===== src/rtl/qrs_pkg.sv =====
// ---------------------------------------------------------------------------
// qrs_pkg: shared definitions for the quadratic root solver
// Default widths and the result kind codes.
// ---------------------------------------------------------------------------
package qrs_pkg;

  localparam int COEF_WIDTH_DEF     = 16;
  localparam int ROOT_FRAC_BITS_DEF = 16;
  localparam int ROOT_W             = 32;
  localparam int KIND_W             = 3;

  typedef enum logic [KIND_W-1:0] {
    KIND_LINEAR = 3'd0,
    KIND_NONE   = 3'd1,
    KIND_DOUBLE = 3'd2,
    KIND_TWO    = 3'd3,
    KIND_DEGEN  = 3'd4
  } kind_t;

endpackage


===== src/rtl/qrs_front.sv =====
// ---------------------------------------------------------------------------
// qrs_front: coefficient products and discriminant
// Stage 0 forms b*b and a*c on magnitudes, stage 1 forms the discriminant
// and the preliminary result kind.
// ---------------------------------------------------------------------------
module qrs_front
  import qrs_pkg::*;
#(
  parameter int COEF_WIDTH = COEF_WIDTH_DEF
) (
  input  logic                    clk,
  input  logic                    rst_n,
  input  logic                    in_valid,
  output logic                    in_ready,
  input  logic signed [COEF_WIDTH-1:0] in_quad,
  input  logic signed [COEF_WIDTH-1:0] in_lin,
  input  logic signed [COEF_WIDTH-1:0] in_const,
  output logic                    out_valid,
  input  logic                    out_ready,
  output logic [2*COEF_WIDTH:0]   out_delta,
  output kind_t                   out_kind,
  output logic signed [COEF_WIDTH-1:0] out_quad,
  output logic signed [COEF_WIDTH-1:0] out_lin,
  output logic signed [COEF_WIDTH-1:0] out_const
);

  localparam int W  = COEF_WIDTH;
  localparam int PW = 2 * W;
  localparam int DW = 2 * W + 1;

  logic [1:0] v_r;
  logic [2:0] rdy;

  assign rdy[2]   = out_ready;
  assign rdy[1]   = !v_r[1] || rdy[2];
  assign rdy[0]   = !v_r[0] || rdy[1];
  assign in_ready = rdy[0];
  assign out_valid = v_r[1];

  logic [W-1:0]  ma, mb, mc;
  logic [PW-1:0] bb_nxt, ac_nxt;

  assign ma = in_quad[W-1]  ? W'(-in_quad)  : W'(in_quad);
  assign mb = in_lin[W-1]   ? W'(-in_lin)   : W'(in_lin);
  assign mc = in_const[W-1] ? W'(-in_const) : W'(in_const);
  assign bb_nxt = PW'(mb) * PW'(mb);
  assign ac_nxt = PW'(ma) * PW'(mc);

  logic [PW-1:0] bb_r, ac_r;
  logic          acneg_r, azero_r, bzero_r;
  logic signed [W-1:0] a0_r, b0_r, c0_r;

  always_ff @(posedge clk) begin
    if (rdy[0]) begin
      bb_r    <= bb_nxt;
      ac_r    <= ac_nxt;
      acneg_r <= (in_quad[W-1] != in_const[W-1]) && (in_const != '0);
      azero_r <= (in_quad == '0);
      bzero_r <= (in_lin == '0);
      a0_r    <= in_quad;
      b0_r    <= in_lin;
      c0_r    <= in_const;
    end
  end

  logic [PW+1:0] bbx, ac4, dsum, ddif;
  logic          dge;
  logic [DW-1:0] delta_nxt;
  kind_t         kind_nxt;

  assign bbx  = {2'b00, bb_r};
  assign ac4  = {ac_r, 2'b00};
  assign dsum = bbx + ac4;
  assign ddif = bbx - ac4;
  assign dge  = bbx >= ac4;

  always_comb begin
    if (acneg_r) begin
      delta_nxt = dsum[DW-1:0];
    end else if (dge) begin
      delta_nxt = ddif[DW-1:0];
    end else begin
      delta_nxt = '0;
    end
    if (azero_r) begin
      kind_nxt = bzero_r ? KIND_DEGEN : KIND_LINEAR;
    end else if (!acneg_r && !dge) begin
      kind_nxt = KIND_NONE;
    end else begin
      kind_nxt = KIND_TWO;
    end
  end

  always_ff @(posedge clk) begin
    if (rdy[1]) begin
      out_delta <= delta_nxt;
      out_kind  <= kind_nxt;
      out_quad  <= a0_r;
      out_lin   <= b0_r;
      out_const <= c0_r;
    end
  end

  always_ff @(posedge clk) begin
    if (!rst_n) begin
      v_r <= '0;
    end else begin
      if (rdy[0]) v_r[0] <= in_valid;
      if (rdy[1]) v_r[1] <= v_r[0];
    end
  end

endmodule


===== config.mk =====
export PLATFORM = sky130hd
export DESIGN_NAME = qrs_front
export DESIGN_NICKNAME = d
export VERILOG_FILES = /design/src/rtl/qrs_pkg.sv /design/src/rtl/qrs_front.sv
export SDC_FILE = /design/constraint.sdc
export NUM_CORES = 1
export LEC_CHECK = 0
export BUFFER_PORTS_ARGS = -buffer_cell sky130_fd_sc_hd__buf_2
export CORE_UTILIZATION = 45
export CTS_CLUSTER_DIAMETER = 200
export DETAILED_ROUTE_END_ITERATION = 8
export GPL_TIMING_DRIVEN = 0
export HOLD_SLACK_MARGIN = 0.05
export MAX_ROUTING_LAYER = met4
export PLACE_DENSITY = 0.68
export SLEW_MARGIN = 25
export SYNTH_ARGS = -nofsm -noshare
export SYNTH_HDL_FRONTEND = slang
export SYNTH_SLANG_ARGS = --single-unit
export TNS_END_PERCENT = 20

===== constraint.sdc =====
create_clock -name clk -period 11.9 [get_ports clk]
set_input_delay 2.38 -clock clk [delete_from_list [all_inputs] [get_ports clk]]
set_output_delay 2.38 -clock clk [all_outputs]
set_load 0.01 [all_outputs]

==> results of run 1 <==
through the flow:
step                std cells  utilization  hold WS [ns]  cell area, um^2
finish                   3609        0.500         0.414            28300
global route             3609        0.500         0.423            28300
CTS                      3610        0.500         0.415            28200
detailed placement       3578        0.488         0.405            27600
global placement         3575        0.486         0.402            27400
floorplan                2683            -         0.400            25800
flip-flops by register name, summed over array words and instances, names as in the netlist:
register   cells
bb_r          31
bzero_r        1
ac_r          32
out_kind       3
acneg_r        1
a0_r          16
c0_r          16
v_r            2
b0_r          15
out_delta     32
azero_r        1
out_lin       16
out_const     16
out_quad      16
per-layer routing:
metal  track usage  up-vias  wire, um
li1              -     9009         -
met1         0.342     9893     30300
met3        0.0469       64      4930
met2         0.377      632     31100
met5             -        -         0
met4        0.0598        0      1110
synthesized netlist by cell type (all sizes together), types with 4 or more instances:
cell     instances  area [um^2]
fa             359         7190
o211ai           8         65.1
or2              9         56.3
or4              7         56.3
a31o             5         43.8
nor2           251          942
o21ai           58          290
and2            21          131
o31a            11         96.3
edfxtp         196         5890
xor2            49          429
a21oi          101          505
a221oi           9         85.1
a2111oi          5         51.3
a311oi           6         52.6
o311ai           5         43.8
clkbuf          53          199
xnor2           75          664
nand4            7         43.8
a21o            49          368
a211oi          11         82.6
a2bb2oi          4         41.3
nor3            29          150
o311a            4         40.0
nand3b           4         30.0
o21bai          18          135
nand2          270         1010
nand2b          20          125
o21a            18          135
nor2b           22          138
buf             17         91.3
ha             266         3330
a311o            6         60.1
o41ai           10         87.6
nor4             7         43.8
a31oi           31          200
and3            13         81.3
a211o            7         61.3
o31ai           13         97.6
clkinv           5         18.8
or3             14         87.6
inv            530         1990
nand3           30          150
layout make-up:
type	instances	share of cell area
multi-input combinational	1880	0.626
sequential	198	0.210
inverter	535	0.0712
tap	756	0.0335
timing repair buffer	139	0.0267
clock buffer	18	0.0152
buffer	69	0.0101
clock inverter	14	0.00726
critical path, delay by kind of cell:
family | cells | cell delay, ns
adders and majority gates | 8 | 3.60
AOI/OAI and AO/OA | 9 | 2.68
buffers and inverters | 8 | 1.42
and+or+nand+nor | 4 | 0.90
xor gates and xnor gates | 2 | 0.71
cells by family (layout without fill, tap and decap cells):
logic type / after synthesis / in the layout
buf+inv: 605 / 775
mux: 4 / 4
xor+xnor: 124 / 124
compound gates: 403 / 403
fa+ha+maj: 625 / 625
flops: 198 / 198
simple gates: 712 / 712
other cells: 2 / 12
worst max-delay path by stage:
stage	endpoint	slack [ns]
global placement	bb_r[31]$_DFFE_PP_	-0.44
global route	bb_r[31]$_DFFE_PP_	0.07
floorplan	bb_r[31]$_DFFE_PP_	1.45
CTS	bb_r[31]$_DFFE_PP_	0.03
detailed placement	bb_r[31]$_DFFE_PP_	-0.51
finish	bb_r[31]$_DFFE_PP_	0.44
==> run summary, run 1 <==
commonest cells after routing, fill and taps aside -> 526 x inv_1, 359 x fa_1, 269 x nand2_1, 266 x ha_1, 251 x nor2_1
Avg WL per Cell -> 18.7 um
Final nets -> 3517
CTS Sinks -> 198
full die area -> 0.0582 mm^2
Worst R2R Path Depth -> 12
critical path startpoint -> in_lin[0]
Site Rows -> 87
Worst Skew -> 0.0201 ns
crit-path max FO -> 15
register area -> 0.00593 mm^2
vias in the first global route -> 19800
hpwl dp -> 55700 um
Setup Buffers After CTS -> 0
setup TNS -> 0 ns
Mapped Area -> 0.0258 mm^2
worst path arrival time -> 11.71 ns
Post-Synth Adder-Cell Area -> 0.408
Antenna Cells -> 0
final hold vios -> 0
mux cell area share after synthesis -> 0.00160
clock-pin slew on the worst setup and hold paths -> 0.08 ns
final critical-path share of the clock period -> 0.963
DR vias -> 19600
DR iter-0 viols -> 1437
synth unique cells -> 78
chip height -> 241 um
XOR/XNOR Fraction of Synth Area -> 0.0424
largest net degree at the start of global routing -> 50
root buf cell -> clkbuf_16
origin of the critical flop-to-flop path -> ac_r[23]$_DFFE_PP_
die width -> 241 um
setup slack after layout -> 0.440 ns
DRT Pass-1 Iters -> 5
Top FF cell, synth -> edfxtp_1
CTS tree -> done
hold path depth -> 0
initial core utilization -> 0.456
Core ar. -> 0.0565 mm^2
Max stage delay cell, worst path -> xor2_2
critical path required time -> 12.15 ns
Cells after Synth -> 2673
Max Slew Vio Count -> 0
GR Overflow Total -> 0
minimum clock period -> 11.46 ns
largest family of logic cells by synthesized area -> adder cells
pre-CTS setup slack -> -0.514 ns
Async SR Flop Fraction -> 0
average cell area after synthesis -> 9.64 um^2
Max Cap Viol -> 0
slowest cell delay on critical path -> 0.58 ns
Setup Viol. Count Final -> 0
hold buffers post-CTS -> 0
Seq/Total Area, Yosys -> 0.230
GP Congestion -> 0.934
Post-synth EDFFs -> 196
FF+latch count, synth -> 198
hold crit path type -> reg2reg
worst slew pin tran -> 1.12 ns
I/O Buffers -> 136
share of cells above drive strength 1 -> 0.0796
I/O pins -> 138
post-cts resize count -> 0
status -> completed
drt total wl -> 67400 um
HP Start -> a0_r[8]$_DFFE_PP_
setup slack, reg-to-reg -> 6.81 ns
YS warnings -> 0
CTS Buffer Depth -> 2
vias per cell -> 5.43
multi-input gate area in the final layout -> 0.0177 mm^2
first-pass GRT wire length -> 106000 um
initial antenna violation count -> 0
CTS buffer count -> 17
DRC -> 0
unrepaired setup endpoints after global routing -> false
leading cell type in the layout, fill and taps excluded -> inv_1
crit path launch type -> input port
GRT Total Usage -> 0.248
Layout area overhead -> 9.70%
clk_lat worst skew -> 0.51 ns
fill count -> 5136
r2r endpoint -> out_delta[21]$_DFFE_PP_
Worst Hold Path EP -> out_quad[8]$_DFFE_PP_
relative slew slack -> 0.252
critical path endpoint category -> flop
simple-gate share of the synthesized area -> 0.121
compound-gate portion of the synthesized area -> 0.108
FMAX -> 0.0873 GHz
Routed Antenna Nets -> 0
H-Tree Depth -> 4
kind of critical path -> in2reg
Power of run 1 is left out: the tool's default activity adds up to more than one toggle a clock period on the data nets, which glitch-free logic cannot reach.
==> run 2, diff against run 1 <==
Settings changed: ABC_AREA set to 1.
==> run 2 against run 1 <==
Compared with the run above:
- die area rose by 10%
- first-iteration DRC count rose by 28%
- flip-flop and latch count did not move
- final area rose by 9.4%
- non-clock buffer count fell by 5
- critical endpoint is now bb_r[28]$_DFFE_PP_
- highest routed layer unchanged
==> run summary, run 2 <==
status -> completed
commonest cells after routing, fill and taps aside -> 893 x nand2_1, 873 x inv_1, 359 x fa_1, 326 x nor2_1, 266 x ha_1
slowest cell delay on critical path -> 0.66 ns
unrepaired setup endpoints after global routing -> false
GP Congestion -> 0.965
share of cells above drive strength 1 -> 0.0731
critical path startpoint -> in_lin[0]
FF+latch count, synth -> 198
cell taking the most area after synthesis -> fa_1
worst path arrival time -> 10.07 ns
Max stage delay cell, worst path -> xor2_1
Avg WL per Cell -> 16.6 um
Post-synth EDFFs -> 196
DRT Pass-1 Iters -> 6
Layout area overhead -> 8.92%
Top FF cell, synth -> edfxtp_1
hpwl dp -> 66300 um
CTS Buffer Depth -> 2
hold crit path type -> reg2reg
hold buffers post-CTS -> 0
I/O Buffers -> 136
Crit path max-delay family -> adder cells
leading cell type in the layout, fill and taps excluded -> nand2_1
critical path endpoint category -> flop
worst slew pin tran -> 1.17 ns
Synth area leaders -> fa_1 25%, edfxtp_1 21%, nand2_1 12%
first-pass GRT wire length -> 122000 um
full die area -> 0.0641 mm^2
FMAX -> 0.102 GHz
Final nets -> 4467
Site Rows -> 91
setup TNS -> 0 ns
origin of the critical flop-to-flop path -> bb_r[15]$_DFFE_PP_
GR Overflow Total -> 0
clk_lat worst skew -> 0.48 ns
Max Slew Vio Count -> 0
Setup Buffers After CTS -> 0
average cell area after synthesis -> 7.84 um^2
kind of critical path -> in2reg
initial core utilization -> 0.458
HP Start -> a0_r[2]$_DFFE_PP_
chip height -> 253 um
final critical-path share of the clock period -> 0.826
YS warnings -> 0
crit path launch type -> input port
post-cts resize count -> 0
Mapped Area -> 0.0284 mm^2
DRC -> 0
die width -> 253 um
DR vias -> 23400
minimum clock period -> 9.83 ns
Post-synth top cells -> 894 x nand2_1, 873 x inv_1, 359 x fa_1
relative slew slack -> 0.209
Routed Antenna Nets -> 0
Cells after Synth -> 3622
Worst Skew -> 0.0130 ns
CTS tree -> done
fill count -> 6186
crit-path max FO -> 11
biggest regs -> ac_r x32, out_delta x32, bb_r x31
Critical path buffers and inverters -> 7
H-Tree Depth -> 4
CTS buffer count -> 17
Max Cap Viol -> 0
Seq/Total Area, Yosys -> 0.209
drt total wl -> 76900 um
critical path required time -> 12.14 ns
root buf cell -> clkbuf_16
Setup Viol. Count Final -> 0
DR iter-0 viols -> 1840
vias per cell -> 5.04
CTS Sinks -> 198
clock-pin slew on the worst setup and hold paths -> 0.08 ns
largest net degree at the start of global routing -> 52
synth unique cells -> 46
I/O pins -> 138
Core ar. -> 0.0621 mm^2
vias in the first global route -> 23000
final hold vios -> 0
Async SR Flop Fraction -> 0
GRT Total Usage -> 0.256
area share of the largest cell type after synthesis -> 0.253
most frequent cell after synthesis -> nand2_1
initial antenna violation count -> 2
-- run 2: cell types whose count changed in the layout (fill, tap and decap cells not counted), moves of 29 or more --
cell	previous run	this run
a21o_1	49	8
a31oi_1	30	1
clkbuf_1	53	16
inv_1	526	873
nand2_1	269	893
nand3_1	30	164
nor2_1	251	326
o21ai_0	54	84
xnor2_1	68	17
-- run 2: final timing paths --
kind	end	slack [ns]	depth (start not counted)
max reg2reg	out_delta[26]$_DFFE_PP_	8.88	12
max	bb_r[28]$_DFFE_PP_	2.07	29
min reg2reg	out_quad[2]$_DFFE_PP_	0.42	0
min	out_quad[2]$_DFFE_PP_	0.42	0
-- run 2: area by class of cell --
class                      instances  area (um^2)  share of cell area
multi-input combinational       2483        18900               0.610
tap                              837         1050              0.0338
antenna                            4         10.0            0.000324
sequential                       198         5930               0.192
clock buffer                      17          425              0.0137
clock inverter                    15          231             0.00748
buffer                            64          337              0.0109
inverter                         887         3330               0.108
timing repair buffer             139          763              0.0247
-- run 2: metal layers --
layer / part of all wire / wire [um] / global-route usage / up-vias
met4: 0.032 / 2480 / 0.0857 / 0
met5: 0 / 0 / - / -
met3: 0.077 / 5890 / 0.0443 / 115
met2: 0.44 / 34200 / 0.386 / 747
li1: - / - / - / 11300
met1: 0.45 / 34400 / 0.349 / 11200
-- run 2: through the flow --
| step | cell area, um^2 | cells | hold WS (ns) | util | setup slack, ns |
|---|---|---|---|---|---|
| 3_5_place_dp | 30300 | 4608 | 0.405 | 0.488 | 1.73 |
| 6_report | 30900 | 4644 | 0.419 | 0.499 | 2.07 |
| 4_1_cts | 30900 | 4640 | 0.421 | 0.498 | 2.22 |
| 5_1_grt | 30900 | 4642 | 0.423 | 0.499 | 1.64 |
| 2_1_floorplan | 28400 | 3632 | 0.400 | - | 3.37 |
| 3_3_place_gp | 30200 | 4605 | 0.401 | 0.486 | 1.70 |
-- run 2: logic make-up (layout without fill, tap and decap cells) --
| kind of cell | count (synthesis) | in the layout | share of synthesized area |
|---|---|---|---|
| simple gates | 1509 | 1509 | 0.217 |
| compound gates | 256 | 256 | 0.0492 |
| xor+xnor | 81 | 81 | 0.0252 |
| flops | 198 | 198 | 0.209 |
| other cells | 2 | 16 | 0.000264 |
| buf+inv | 951 | 1122 | 0.129 |
| fa+ha+maj | 625 | 625 | 0.370 |
Power of run 2 is left out for the same reason.
==> run 3, diff against run 2 <==
Settings changed: PLACE_DENSITY 0.68 to 0.7.
Clock period 11.9 ns to 8.8 ns, I/O delays scaled along.
==> run 3 against run 2 <==
Compared with the run above:
- register-to-register slack got worse by 3.0 ns
- core utilization rose by 0.060 points
- clock skew rose by 0.0068 ns
- flip-flop and latch count did not move
- wire length fell by 1.6%
- global-route usage fell by 0.55 points
- die area did not move
- non-clock buffer count rose by 1
- critical path type unchanged
==> run summary, run 3 (synthesized netlist as in run 2, its figures left out) <==
I/O Buffers -> 136
Max Slew Vio Count -> 0
biggest regs -> ac_r x32, out_delta x32, bb_r x31
Avg WL per Cell -> 16.3 um
Max stage delay cell, worst path -> fa_1
Max Cap Viol -> 0
first-pass GRT wire length -> 121000 um
DRC -> 0
full die area -> 0.0641 mm^2
worst path arrival time -> 8.60 ns
HP Start -> c0_r[1]$_DFFE_PP_
crit path launch type -> input port
chip height -> 253 um
crit-path max FO -> 17
Worst R2R Path Depth -> 12
DR iter-0 viols -> 1975
final hold vios -> 0
drt total wl -> 75700 um
clk_lat worst skew -> 0.48 ns
critical path required time -> 9.04 ns
slowest cell delay on critical path -> 0.57 ns
FMAX -> 0.120 GHz
Site Rows -> 91
CTS buffer count -> 17
largest net degree at the start of global routing -> 54
kind of critical path -> in2reg
die width -> 253 um
DRT Pass-1 Iters -> 6
CTS tree -> done
hold buffers post-CTS -> 0
hold path depth -> 0
Core ar. -> 0.0621 mm^2
vias per cell -> 5.09
commonest cells after routing, fill and taps aside -> 893 x nand2_1, 872 x inv_1, 359 x fa_1, 326 x nor2_1, 266 x ha_1
critical path startpoint -> in_lin[0]
leading cell type in the layout, fill and taps excluded -> nand2_1
status -> completed
Antenna Cells -> 0
origin of the critical flop-to-flop path -> bb_r[15]$_DFFE_PP_
setup TNS -> 0 ns
Worst Hold Path EP -> out_const[1]$_DFFE_PP_
WHS -> 0.417 ns
Worst Skew -> 0.0198 ns
minimum clock period -> 8.36 ns
Final Core Density -> 0.499
Routed Antenna Nets -> 0
setup slack, reg-to-reg -> 5.85 ns
GR Overflow Total -> 0
GRT Total Usage -> 0.251
CTS Sinks -> 198
share of cells above drive strength 1 -> 0.0754
Layout area overhead -> 9.06%
clock-pin slew on the worst setup and hold paths -> 0.09 ns
Crit path max-delay family -> adder cells
initial antenna violation count -> 0
Setup Viol. Count Final -> 0
hpwl dp -> 64600 um
H-Tree Depth -> 4
vias in the first global route -> 22800
CTS Buffer Depth -> 2
root buf cell -> clkbuf_16
critical path endpoint category -> flop
GP Congestion -> 1.01
I/O pins -> 138
final critical-path share of the clock period -> 0.950
WP depth -> 28
DR vias -> 23600
r2r endpoint -> out_delta[26]$_DFFE_PP_
worst slew pin tran -> 0.876 ns
relative slew slack -> 0.412
Final nets -> 4468
initial core utilization -> 0.458
unrepaired setup endpoints after global routing -> false
Critical path buffers and inverters -> 6
hold crit path type -> reg2reg
==> run 3: cell count changes in the layout (fill, tap and decap cells not counted), sizes merged <==
cell / delta
buf: +3
bufinv: -1
clkbuf: -2
clkinv: +2
clkinvlp: +1
diode: -4
inv: -2
==> run 3: final cells by class <==
| cell class | count | area, um^2 |
|---|---|---|
| multi-input cells | 2483 | 18900 |
| clock buffers | 17 | 425 |
| plain buffers | 62 | 329 |
| flip-flops and latches | 198 | 5930 |
| repair buffers | 142 | 786 |
| fillers | 5988 | 31100 |
| clock inverters | 15 | 204 |
| inverters | 887 | 3340 |
| well taps | 837 | 1050 |
==> run 3: repair_timing <==
action / in CTS / in global routing
hold endpoints to repair: 0 / 0
buffers inserted: 0 / 3
gates cloned: 0 / 0
gates resized for setup: 2 / 5
endpoints found under the setup margin: 14 / 38
==> run 3: worst max-delay path by stage <==
stage | slack, ns | to
6_report | 0.44 | bb_r[28]$_DFFE_PP_
5_1_grt | 0.07 | bb_r[31]$_DFFE_PP_
4_1_cts | 0.01 | bb_r[28]$_DFFE_PP_
3_5_place_dp | -0.72 | bb_r[28]$_DFFE_PP_
3_3_place_gp | -0.68 | bb_r[28]$_DFFE_PP_
2_1_floorplan | 0.89 | bb_r[28]$_DFFE_PP_
==> run 3: stage by stage <==
| stage | cells | worst slack, ns | cell area (um^2) |
|---|---|---|---|
| after floorplan | 3632 | 0.891 | 28400 |
| after global placement | 4605 | -0.678 | 30200 |
| after detailed placement | 4608 | -0.719 | 30300 |
| after CTS | 4640 | 0.0146 | 30900 |
| after global routing | 4641 | 0.0670 | 31000 |
| final | 4641 | 0.436 | 31000 |
==> run 3: per-layer routing <==
| metal | part of all wire | vias to the layer above | track usage |
|---|---|---|---|
| met3 | 0.074 | 107 | 0.0318 |
| met2 | 0.45 | 816 | 0.383 |
| met4 | 0.027 | 0 | 0.0734 |
| li1 | - | 11300 | - |
| met5 | 0 | - | - |
| met1 | 0.45 | 11400 | 0.348 |
Power of run 3 is left out for the same reason.
